**src/rtl/medical_pixel_window_level_defines.svh**
```systemverilog
// Assertion macros shared by the top and divider RTL files. Expect clk and rst_n in scope.
`ifndef MEDICAL_PIXEL_WINDOW_LEVEL_DEFINES_SVH
`define MEDICAL_PIXEL_WINDOW_LEVEL_DEFINES_SVH

// Check that cons holds in the same cycle as ante.
`define MPWL_ASSERT_IMP(lbl, ante, cons, msg) \
  lbl: assert property (@(posedge clk) disable iff (!rst_n) (ante) |-> (cons)) \
    else $error(msg);

// Check that cons holds in the cycle after ante.
`define MPWL_ASSERT_NXT(lbl, ante, cons, msg) \
  lbl: assert property (@(posedge clk) disable iff (!rst_n) (ante) |=> (cons)) \
    else $error(msg);

`endif

```
**src/rtl/mpwl_pkg.sv**
```systemverilog
package mpwl_pkg;

  localparam int unsigned CfgIdxW = 3;
  localparam int unsigned PixW    = 16;
  localparam int unsigned ByteW   = 8;
  localparam int unsigned NumW    = 24;
  localparam int unsigned QuotW   = 8;
  localparam int unsigned StepW   = 3;

  // configuration register indexes
  localparam logic [CfgIdxW-1:0] CFG_FORMAT   = 3'd0;
  localparam logic [CfgIdxW-1:0] CFG_CENTER   = 3'd1;
  localparam logic [CfgIdxW-1:0] CFG_WIDTH    = 3'd2;
  localparam logic [CfgIdxW-1:0] CFG_FB_LOW   = 3'd3;
  localparam logic [CfgIdxW-1:0] CFG_FB_HIGH  = 3'd4;

  // pixel format codes; both remaining codes select RGB
  localparam logic [1:0] FMT_MONO16 = 2'd0;
  localparam logic [1:0] FMT_MONO8  = 2'd1;
  localparam logic [1:0] FMT_RGB    = 2'd2;

  localparam logic signed [PixW-1:0] PIX_OFFSET  = 16'sd2000;
  localparam logic signed [PixW-1:0] BYTE_MAX    = 16'sd2255;
  localparam logic signed [PixW-1:0] MIN_RESET   = 16'sh7fff;
  localparam logic signed [PixW-1:0] MAX_RESET   = 16'sh8000;

  // Q16 luma weights
  localparam logic [15:0] LUMA_WR = 16'd19595;
  localparam logic [15:0] LUMA_WG = 16'd38470;
  localparam logic [15:0] LUMA_WB = 16'd7471;

  localparam logic [StepW-1:0] LAST_STEP = 3'd7;

  typedef enum logic [2:0] {
    ST_IDLE,
    ST_LUMA,
    ST_PREP,
    ST_SCALE,
    ST_DIV,
    ST_FIN
  } state_t;

  typedef struct packed {
    logic busy;
    logic done;
  } ser_stat_t;

  typedef struct packed {
    logic              start_of_image;
    logic [PixW-1:0]   sample_a;
    logic [ByteW-1:0]  sample_b;
    logic [ByteW-1:0]  sample_c;
  } in_t;

  typedef struct packed {
    logic signed [PixW-1:0] offset_pixel;
    logic [ByteW-1:0]       display_value;
    logic signed [PixW-1:0] image_min;
    logic signed [PixW-1:0] image_max;
  } out_t;

endpackage

```
**src/rtl/medical_pixel_window_level.sv**
```systemverilog
// Window/level of one pixel to an 8-bit display value. A pixel is taken as a
// signed 16-bit word, a gray byte or an RGB triple (reduced to 8-bit luma
// by Q16 weights), offset by 2000 with 16-bit wrap, clamped to center -/+
// width/2 (or to the fallback bounds when width is zero) and scaled by
// (v-lower)*255/span. Running min/max of the offset values are kept for
// 16-bit images. One pixel is in flight at a time. A bit-serial luma unit
// reduces an RGB pixel first, and a serial divider then scales it unless
// the window is empty, in which case no division runs and the display
// value is zero. A finished result sits in the output register, so the
// next pixel is taken while it waits.
// Configuration writes are always ready; write them only with no pixel
// in flight.
`include "medical_pixel_window_level_defines.svh"

module medical_pixel_window_level (
  input  logic                               clk,
  input  logic                               rst_n,
  input  logic                               in_valid,
  output logic                               in_stall,
  input  mpwl_pkg::in_t                      in_data,
  output logic                               out_valid,
  input  logic                               out_stall,
  output mpwl_pkg::out_t                     out_data,
  input  logic                               cfg_valid,
  output logic                               cfg_ready,
  input  logic [mpwl_pkg::CfgIdxW-1:0]       cfg_index,
  input  logic [mpwl_pkg::PixW-1:0]          cfg_data
);

  mpwl_pkg::state_t                     state_r;
  mpwl_pkg::state_t                     state_nxt;

  logic [1:0]                           fmt_r;
  logic signed [mpwl_pkg::PixW-1:0]     center_r;
  logic [mpwl_pkg::PixW-1:0]            width_r;
  logic signed [mpwl_pkg::PixW-1:0]     fb_low_r;
  logic signed [mpwl_pkg::PixW-1:0]     fb_high_r;

  logic signed [mpwl_pkg::PixW-1:0]     running_min_r;
  logic signed [mpwl_pkg::PixW-1:0]     running_max_r;

  logic                                 sof_r;
  logic [mpwl_pkg::PixW-1:0]            sa_r;
  logic signed [mpwl_pkg::PixW-1:0]     offv_r;
  logic signed [mpwl_pkg::PixW-1:0]     lower_r;
  logic signed [mpwl_pkg::PixW-1:0]     upper_r;
  logic signed [mpwl_pkg::PixW-1:0]     omin_r;
  logic signed [mpwl_pkg::PixW-1:0]     omax_r;
  logic                                 zero_r;

  logic                                 out_valid_r;
  mpwl_pkg::out_t                       out_data_r;

  logic                                 is_rgb;
  logic                                 in_xfer;
  logic                                 luma_start;
  logic                                 div_start;
  logic                                 out_load;

  mpwl_pkg::ser_stat_t                  luma_st;
  mpwl_pkg::ser_stat_t                  div_st;
  logic [mpwl_pkg::ByteW-1:0]           luma;
  logic [mpwl_pkg::QuotW-1:0]           quot;

  logic [mpwl_pkg::PixW-1:0]            pix;
  logic signed [mpwl_pkg::PixW-1:0]     offv;
  logic signed [mpwl_pkg::PixW-1:0]     base_min;
  logic signed [mpwl_pkg::PixW-1:0]     base_max;
  logic signed [mpwl_pkg::PixW-1:0]     min_nxt;
  logic signed [mpwl_pkg::PixW-1:0]     max_nxt;
  logic signed [mpwl_pkg::PixW-1:0]     half;
  logic signed [mpwl_pkg::PixW-1:0]     lower;
  logic signed [mpwl_pkg::PixW-1:0]     upper;

  logic signed [mpwl_pkg::PixW-1:0]     vclip;
  logic signed [mpwl_pkg::PixW-1:0]     vclamp;
  logic [mpwl_pkg::PixW-1:0]            delta;
  logic [mpwl_pkg::PixW-1:0]            span;
  logic [mpwl_pkg::NumW-1:0]            numer;
  logic                                 open_win;

  assign is_rgb    = fmt_r[1];
  assign cfg_ready = 1'b1;

  // configuration
  always_ff @(posedge clk) begin
    if (!rst_n) begin
      fmt_r     <= mpwl_pkg::FMT_MONO16;
      center_r  <= '0;
      width_r   <= '0;
      fb_low_r  <= mpwl_pkg::PIX_OFFSET;
      fb_high_r <= mpwl_pkg::BYTE_MAX;
    end else if (cfg_valid && cfg_ready) begin
      case (cfg_index)
        mpwl_pkg::CFG_FORMAT:  fmt_r     <= cfg_data[1:0];
        mpwl_pkg::CFG_CENTER:  center_r  <= cfg_data;
        mpwl_pkg::CFG_WIDTH:   width_r   <= cfg_data;
        mpwl_pkg::CFG_FB_LOW:  fb_low_r  <= cfg_data;
        mpwl_pkg::CFG_FB_HIGH: fb_high_r <= cfg_data;
        default: ;
      endcase
    end
  end

  mpwl_luma u_luma (
    .clk   (clk),
    .rst_n (rst_n),
    .start (luma_start),
    .red   (in_data.sample_a[mpwl_pkg::ByteW-1:0]),
    .green (in_data.sample_b),
    .blue  (in_data.sample_c),
    .stat  (luma_st),
    .luma  (luma)
  );

  // offset, running min/max and window bounds
  always_comb begin
    case (fmt_r)
      mpwl_pkg::FMT_MONO16: pix = sa_r;
      mpwl_pkg::FMT_MONO8:  pix = {8'd0, sa_r[mpwl_pkg::ByteW-1:0]};
      default:              pix = {8'd0, luma};
    endcase
    offv     = pix + mpwl_pkg::PIX_OFFSET;
    base_min = sof_r ? mpwl_pkg::MIN_RESET : running_min_r;
    base_max = sof_r ? mpwl_pkg::MAX_RESET : running_max_r;
    min_nxt  = base_min;
    max_nxt  = base_max;
    if (fmt_r == mpwl_pkg::FMT_MONO16) begin
      if (offv < base_min) begin
        min_nxt = offv;
      end
      if (offv > base_max) begin
        max_nxt = offv;
      end
    end
    half = {1'b0, width_r[mpwl_pkg::PixW-1:1]};
    if (width_r == '0) begin
      lower = fb_low_r;
      upper = fb_high_r;
    end else begin
      lower = center_r - half;
      upper = center_r + half;
    end
  end

  // clamp (upper first, then lower) and numerator
  always_comb begin
    vclip    = (offv_r > upper_r) ? upper_r : offv_r;
    vclamp   = (vclip < lower_r) ? lower_r : vclip;
    delta    = vclamp - lower_r;
    span     = upper_r - lower_r;
    numer    = {delta, 8'd0} - {8'd0, delta};
    open_win = upper_r > lower_r;
  end

  mpwl_div u_div (
    .clk   (clk),
    .rst_n (rst_n),
    .start (div_start),
    .numer (numer),
    .denom (span),
    .stat  (div_st),
    .quot  (quot)
  );

  always_ff @(posedge clk) begin
    if (!rst_n) begin
      state_r <= mpwl_pkg::ST_IDLE;
    end else begin
      state_r <= state_nxt;
    end
  end

  always_comb begin
    state_nxt  = state_r;
    in_stall   = 1'b1;
    in_xfer    = 1'b0;
    luma_start = 1'b0;
    div_start  = 1'b0;
    out_load   = 1'b0;
    case (state_r)
      mpwl_pkg::ST_IDLE: begin
        in_stall = 1'b0;
        if (in_valid) begin
          in_xfer    = 1'b1;
          luma_start = is_rgb;
          state_nxt  = is_rgb ? mpwl_pkg::ST_LUMA : mpwl_pkg::ST_PREP;
        end
      end
      mpwl_pkg::ST_LUMA: begin
        if (luma_st.done) begin
          state_nxt = mpwl_pkg::ST_PREP;
        end
      end
      mpwl_pkg::ST_PREP: begin
        state_nxt = mpwl_pkg::ST_SCALE;
      end
      mpwl_pkg::ST_SCALE: begin
        if (open_win) begin
          div_start = 1'b1;
          state_nxt = mpwl_pkg::ST_DIV;
        end else begin
          state_nxt = mpwl_pkg::ST_FIN;
        end
      end
      mpwl_pkg::ST_DIV: begin
        if (div_st.done) begin
          state_nxt = mpwl_pkg::ST_FIN;
        end
      end
      mpwl_pkg::ST_FIN: begin
        // hold until the output register is free
        if (!out_valid_r || !out_stall) begin
          out_load  = 1'b1;
          state_nxt = mpwl_pkg::ST_IDLE;
        end
      end
      default: state_nxt = mpwl_pkg::ST_IDLE;
    endcase
  end

  always_ff @(posedge clk) begin
    if (!rst_n) begin
      running_min_r <= mpwl_pkg::MIN_RESET;
      running_max_r <= mpwl_pkg::MAX_RESET;
    end else if (state_r == mpwl_pkg::ST_PREP) begin
      running_min_r <= min_nxt;
      running_max_r <= max_nxt;
    end
  end

  always_ff @(posedge clk) begin
    if (in_xfer) begin
      sof_r <= in_data.start_of_image;
      sa_r  <= in_data.sample_a;
    end
    if (state_r == mpwl_pkg::ST_PREP) begin
      offv_r  <= offv;
      lower_r <= lower;
      upper_r <= upper;
      omin_r  <= (fmt_r == mpwl_pkg::FMT_MONO16) ? min_nxt : mpwl_pkg::PIX_OFFSET;
      omax_r  <= (fmt_r == mpwl_pkg::FMT_MONO16) ? max_nxt : mpwl_pkg::BYTE_MAX;
    end
    if (state_r == mpwl_pkg::ST_SCALE) begin
      zero_r <= !open_win;
    end
    if (out_load) begin
      out_data_r.offset_pixel  <= offv_r;
      out_data_r.display_value <= zero_r ? '0 : quot;
      out_data_r.image_min     <= omin_r;
      out_data_r.image_max     <= omax_r;
    end
  end

  always_ff @(posedge clk) begin
    if (!rst_n) begin
      out_valid_r <= 1'b0;
    end else if (out_load) begin
      out_valid_r <= 1'b1;
    end else if (!out_stall) begin
      out_valid_r <= 1'b0;
    end
  end

  assign out_valid = out_valid_r;
  assign out_data  = out_data_r;

  `MPWL_ASSERT_IMP(a_minmax_order, (state_r == mpwl_pkg::ST_SCALE) && (fmt_r == mpwl_pkg::FMT_MONO16), omin_r <= omax_r, "top: running min above running max")
  `MPWL_ASSERT_IMP(a_units_idle, state_r == mpwl_pkg::ST_IDLE, !luma_st.busy && !div_st.busy, "top: serial unit busy while idle")
  `MPWL_ASSERT_NXT(a_fin_holds, (state_r == mpwl_pkg::ST_FIN) && out_valid_r && out_stall, state_r == mpwl_pkg::ST_FIN, "top: result left while output full")

endmodule

```
**src/rtl/mpwl_luma.sv**
```systemverilog
module mpwl_luma (
  input  logic                            clk,
  input  logic                            rst_n,
  input  logic                            start,
  input  logic [mpwl_pkg::ByteW-1:0]      red,
  input  logic [mpwl_pkg::ByteW-1:0]      green,
  input  logic [mpwl_pkg::ByteW-1:0]      blue,
  output mpwl_pkg::ser_stat_t             stat,
  output logic [mpwl_pkg::ByteW-1:0]      luma
);

  logic                             busy_r;
  logic [mpwl_pkg::StepW-1:0]       cnt_r;
  logic [mpwl_pkg::ByteW-1:0]       red_r;
  logic [mpwl_pkg::ByteW-1:0]       green_r;
  logic [mpwl_pkg::ByteW-1:0]       blue_r;
  logic [mpwl_pkg::NumW-1:0]        acc_r;
  logic [mpwl_pkg::NumW-1:0]        term;
  logic [mpwl_pkg::NumW-1:0]        acc_nxt;

  // one bit of each byte per cycle, most significant first
  always_comb begin
    term = '0;
    if (red_r[mpwl_pkg::ByteW-1]) begin
      term = term + {8'd0, mpwl_pkg::LUMA_WR};
    end
    if (green_r[mpwl_pkg::ByteW-1]) begin
      term = term + {8'd0, mpwl_pkg::LUMA_WG};
    end
    if (blue_r[mpwl_pkg::ByteW-1]) begin
      term = term + {8'd0, mpwl_pkg::LUMA_WB};
    end
    acc_nxt = {acc_r[mpwl_pkg::NumW-2:0], 1'b0} + term;
  end

  always_ff @(posedge clk) begin
    if (!rst_n) begin
      busy_r <= 1'b0;
      cnt_r  <= '0;
    end else if (start) begin
      busy_r <= 1'b1;
      cnt_r  <= '0;
    end else if (busy_r) begin
      cnt_r <= cnt_r + 3'd1;
      if (cnt_r == mpwl_pkg::LAST_STEP) begin
        busy_r <= 1'b0;
      end
    end
  end

  always_ff @(posedge clk) begin
    if (start) begin
      red_r   <= red;
      green_r <= green;
      blue_r  <= blue;
      acc_r   <= '0;
    end else if (busy_r) begin
      red_r   <= {red_r[mpwl_pkg::ByteW-2:0], 1'b0};
      green_r <= {green_r[mpwl_pkg::ByteW-2:0], 1'b0};
      blue_r  <= {blue_r[mpwl_pkg::ByteW-2:0], 1'b0};
      acc_r   <= acc_nxt;
    end
  end

  assign stat.busy = busy_r;
  assign stat.done = busy_r && (cnt_r == mpwl_pkg::LAST_STEP);
  assign luma      = acc_r[mpwl_pkg::NumW-1:16];

endmodule

```
**src/rtl/mpwl_div.sv**
```systemverilog
`include "medical_pixel_window_level_defines.svh"

module mpwl_div (
  input  logic                            clk,
  input  logic                            rst_n,
  input  logic                            start,
  input  logic [mpwl_pkg::NumW-1:0]       numer,
  input  logic [mpwl_pkg::PixW-1:0]       denom,
  output mpwl_pkg::ser_stat_t             stat,
  output logic [mpwl_pkg::QuotW-1:0]      quot
);

  logic                             busy_r;
  logic [mpwl_pkg::StepW-1:0]       cnt_r;
  logic [mpwl_pkg::NumW-1:0]        rem_r;
  logic [mpwl_pkg::NumW-2:0]        dsh_r;
  logic [mpwl_pkg::PixW-1:0]        den_r;
  logic [mpwl_pkg::QuotW-1:0]       q_r;
  logic                             fits;
  logic [mpwl_pkg::NumW-1:0]        rem_nxt;

  // restoring division, one quotient bit per cycle; numer < 256 * denom
  always_comb begin
    fits    = rem_r >= {1'b0, dsh_r};
    rem_nxt = fits ? (rem_r - {1'b0, dsh_r}) : rem_r;
  end

  always_ff @(posedge clk) begin
    if (!rst_n) begin
      busy_r <= 1'b0;
      cnt_r  <= '0;
    end else if (start) begin
      busy_r <= 1'b1;
      cnt_r  <= '0;
    end else if (busy_r) begin
      cnt_r <= cnt_r + 3'd1;
      if (cnt_r == mpwl_pkg::LAST_STEP) begin
        busy_r <= 1'b0;
      end
    end
  end

  always_ff @(posedge clk) begin
    if (start) begin
      rem_r <= numer;
      dsh_r <= {denom, 7'd0};
      den_r <= denom;
      q_r   <= '0;
    end else if (busy_r) begin
      rem_r <= rem_nxt;
      dsh_r <= {1'b0, dsh_r[mpwl_pkg::NumW-2:1]};
      q_r   <= {q_r[mpwl_pkg::QuotW-2:0], fits};
    end
  end

  assign stat.busy = busy_r;
  assign stat.done = busy_r && (cnt_r == mpwl_pkg::LAST_STEP);
  assign quot      = q_r;

  `MPWL_ASSERT_NXT(a_rem_below_divisor, stat.done, (rem_r[mpwl_pkg::NumW-1:mpwl_pkg::PixW] == '0) && (rem_r[mpwl_pkg::PixW-1:0] < den_r), "div: remainder not below divisor")
  `MPWL_ASSERT_IMP(a_start_idle, start, !busy_r, "div: start while busy")
  `MPWL_ASSERT_IMP(a_cnt_rest, !busy_r, cnt_r == '0, "div: step count not at rest")

endmodule
```
**config.mk**
```make
export PLATFORM = sky130hd
export DESIGN_NAME = medical_pixel_window_level
export DESIGN_NICKNAME = d
export VERILOG_FILES = /design/src/rtl/mpwl_pkg.sv /design/src/rtl/medical_pixel_window_level.sv /design/src/rtl/mpwl_luma.sv /design/src/rtl/mpwl_div.sv
export VERILOG_INCLUDE_DIRS = /design/src /design/src/rtl
export SDC_FILE = /design/constraint.sdc
export NUM_CORES = 1
export LEC_CHECK = 0
export ABC_AREA = 1
export BUFFER_PORTS_ARGS = -buffer_cell sky130_fd_sc_hd__buf_2
export CORE_UTILIZATION = 50
export CTS_CLUSTER_DIAMETER = 200
export DETAILED_ROUTE_END_ITERATION = 8
export PLACE_DENSITY = 0.7
export SYNTH_ARGS = -nofsm -noshare
export SYNTH_HDL_FRONTEND = slang
export SYNTH_SLANG_ARGS = --single-unit
```
**constraint.sdc**
```tcl
create_clock -name clk -period 16.9 [get_ports clk]
set_input_delay 1.69 -clock clk [delete_from_list [all_inputs] [get_ports clk]]
set_output_delay 1.69 -clock clk [all_outputs]
set_load 0.01 [all_outputs]
```
==> flow_summary.yaml <==
outcome:
  status: "finished, final reports clean"
sta:
  finalCritPeriodShare: 0.490
  finalHoldViolCount: 0
  clock.fmax_mhz: 121
  clock_skew_ps: 20.5
  tns_ps: 0
  fin_crit_ps: 8280
  setup_viol: 0
  rsz0062_at_grt: "no"
  slew_violations: 0
  relSlewSlack: 0.166
  max_slew.worst_pin.slew_ps: 1240
floorplanning:
  rows: 75
  die_w_um: 209
  start_util: 0.509
  dieArea_um2: 43800
  ios: 116
  core_um2: 42200
  die_h_um: 209
min_path:
  worstHoldStart: "omin_r[3]$_SDFFCE_PP0P_"
  worstHoldPathCells: 0
  holdPathEnd: "out_data[19]$_DFFE_PP_"
  hp-class: "register to register"
logic_synthesis:
  synth.cell_area_um2: 21500
  syn_avg_cell_area_um2: 8.51
  synth-warning-count: 0
  yosys.cell_types.count: 69
  ys_ff_latch: 367
  ys_seq_area_frac: 0.443
  synth-edff-count: 218
  synth_nets: 2770
  netlist_instances: 2527
  async_flop_share: 0
  synthFlopType: "edfxtp_1"
grt:
  grt_max_degree: 85
  grt_usage: 0.245
  grt_pass1_vias: 16400
  gr-total-overflow: 0
  antenna_found_initial: 3
  grt_pass1_wl_mm: 85.1
worst_setup_path:
  cp_slowest_cell: "o21ai_0"
  critical_path_class: "register to register"
  rr_startpoint: "offv_r[11]$_DFFE_PP_"
  rrSetupSlack_ps: 8620
  r2r-end: "u_div.rem_r[23]$_DFFE_PP_"
  critPathMaxFanout: 31
  cp.required_ps: 17200
  cpMostUsedCell: "nand2_1"
  slowest_delay_ps: 740
  r2r_cells: 43
  setup.worst_path.start_class: "register"
  cp.arrival_ps: 8580
  endpoint_kind: "register"
drt:
  firstDrtPassIters: 6
  routed_wl_mm: 53.8
  post-route-drc-count: 0
  wl_met3_mm: 3.34
  top_layer_used: "met5"
  first_iter_violations: 1344
  drt-met1-wl_mm: 24.8
  vias: 17200
  met2_length_mm: 23.9
  detail-route-antenna-nets: 0
  wire_per_inst_um: 16.8
  viasPerCell: 5.39
clock_tree:
  cts-resized-gates: 0
  clkLatencyLatePin_ps: 560
  clk_pin_slew_ps: 60
  postCtsHoldBufs: 0
  cts_root_buf: "clkbuf_16"
  htreeDepth: 2
  cts_setup_buffers: 0
  cts_tree: "yes"
  numCtsBuffers: 40
  cts_buffer_depth: 3
  clock_sinks: 367
placement:
  dp_hpwl_mm: 40.4
  port_buffers: 114
  gp_congestion: 0.927
finish:
  nets: 2863
  final_cell_mix: "nand2_1 (467), inv_1 (325), nor2_1 (226), edfxtp_1 (218), o21ai_0 (216)"
  layout_commonest_cell: "nand2_1"
  fillCellCount: 3882
  syn_to_final_growth_pct: 10.8
  drive_gt1_frac: 0.111
  final_core_util: 0.564
run:
  max-cap-violations: 0
==> critical path, delay by kind of cell, from the launching register on <==
| family | cells | cell delay, ps |
|---|---|---|
| AO/OA/AOI/OAI | 11 | 2310 |
| adder cells (fa/ha/maj) | 4 | 1480 |
| buffers and inverters | 4 | 250 |
| flip-flops | 1 | 460 |
| AND/OR/NAND/NOR | 24 | 3470 |
==> cell type report <==
| type | count | area, um^2 | area share |
|---|---|---|---|
| diodes | 1 | 2.50 | 0.000105 |
| clock buffers | 55 | 1120 | 0.0469 |
| clock inverters | 18 | 158 | 0.00662 |
| inverters | 339 | 1270 | 0.0535 |
| multi-input cells | 1744 | 10400 | 0.436 |
| flip-flops and latches | 367 | 9530 | 0.400 |
| well taps | 539 | 674 | 0.0283 |
| repair buffers | 128 | 676 | 0.0284 |
==> per-stage QoR <==
stage               hold WS, ps  instances  setup slack, ps  area (um^2)
floorplan                   400       2527            10600        21500
global placement            403       3117             8780        22500
detailed placement          405       3117             8710        22500
CTS                         417       3190             8670        23800
global route                421       3190             7760        23800
finish                      416       3191             8620        23800
==> cells in the mapped netlist, types with 3 or more instances <==
master    instances  area, um^2
nor4_1            4        25.0
clkinv_1          3        11.3
nand3_2           5        50.1
a21oi_1         209        1050
nor3_2            3        30.0
nor2_4            3        33.8
a21oi_2           6        52.6
buf_2            12        60.1
nand3_1          78         390
nand3b_1          3        22.5
xnor2_1          23         201
xor2_1           60         526
o21ai_2          11        96.3
o22ai_1          27         169
clkbuf_1         58         218
o21ai_1          31         155
a21boi_1          6        45.0
o21ai_0         216        1080
o31ai_1           9        67.6
ha_1            180        2250
edfxtp_1        218        6550
nand2_4           4        45.0
inv_2            10        37.5
nor2_1          227         852
buf_4             4        30.0
o211ai_1         10        75.1
dfxtp_1         149        2980
nor2_2            8        50.1
a21o_1            6        45.0
nand2_1         467        1750
or2_2             6        37.5
o21bai_1         22         165
nand4_1          18         113
a31oi_1           6        37.5
nor3_1           14        70.1
mux2_2           21         236
a21oi_4           3        48.8
nand2_2          13        81.3
a211oi_1          5        37.5
inv_1           325        1220
fa_1              6         120
==> per-layer routing <==
layer,GRT usage,vias to the layer above
li1,-,8687
met1,0.341,7932
met2,0.386,487
met3,0.0376,89
met4,0.0913,4
met5,0,-
==> how the worst max path moves through the flow <==
stage / end / slack, ps / start
floorplan: u_div.rem_r[23]$_DFFE_PP_ / 10600 / offv_r[13]$_DFFE_PP_
finish: u_div.rem_r[23]$_DFFE_PP_ / 8620 / offv_r[11]$_DFFE_PP_
CTS: u_div.rem_r[23]$_DFFE_PP_ / 8670 / offv_r[15]$_DFFE_PP_
global placement: u_div.rem_r[23]$_DFFE_PP_ / 8780 / offv_r[11]$_DFFE_PP_
detailed placement: u_div.rem_r[23]$_DFFE_PP_ / 8710 / offv_r[15]$_DFFE_PP_
global route: u_div.rem_r[20]$_DFFE_PP_ / 7760 / offv_r[11]$_DFFE_PP_
==> registers in the layout (all words and copies together), names as in the netlist, 23 cells and up <==
name          flops
u_luma.acc_r     24
out_data         56
u_div.dsh_r      23
u_div.rem_r      24
==> cells by family after synthesis <==
family / count (synthesis) / synth area share
simple gates: 860 / 0.168
compound gates: 589 / 0.155
buf+inv: 416 / 0.0744
flops: 367 / 0.443
fa+ha+maj: 186 / 0.110
xor+xnor: 87 / 0.0379
mux: 21 / 0.0110
other cells: 1 / 0.000174
Power is not shown: default switching activity piles up to over one toggle a cycle in this logic, so the estimate is an artifact.
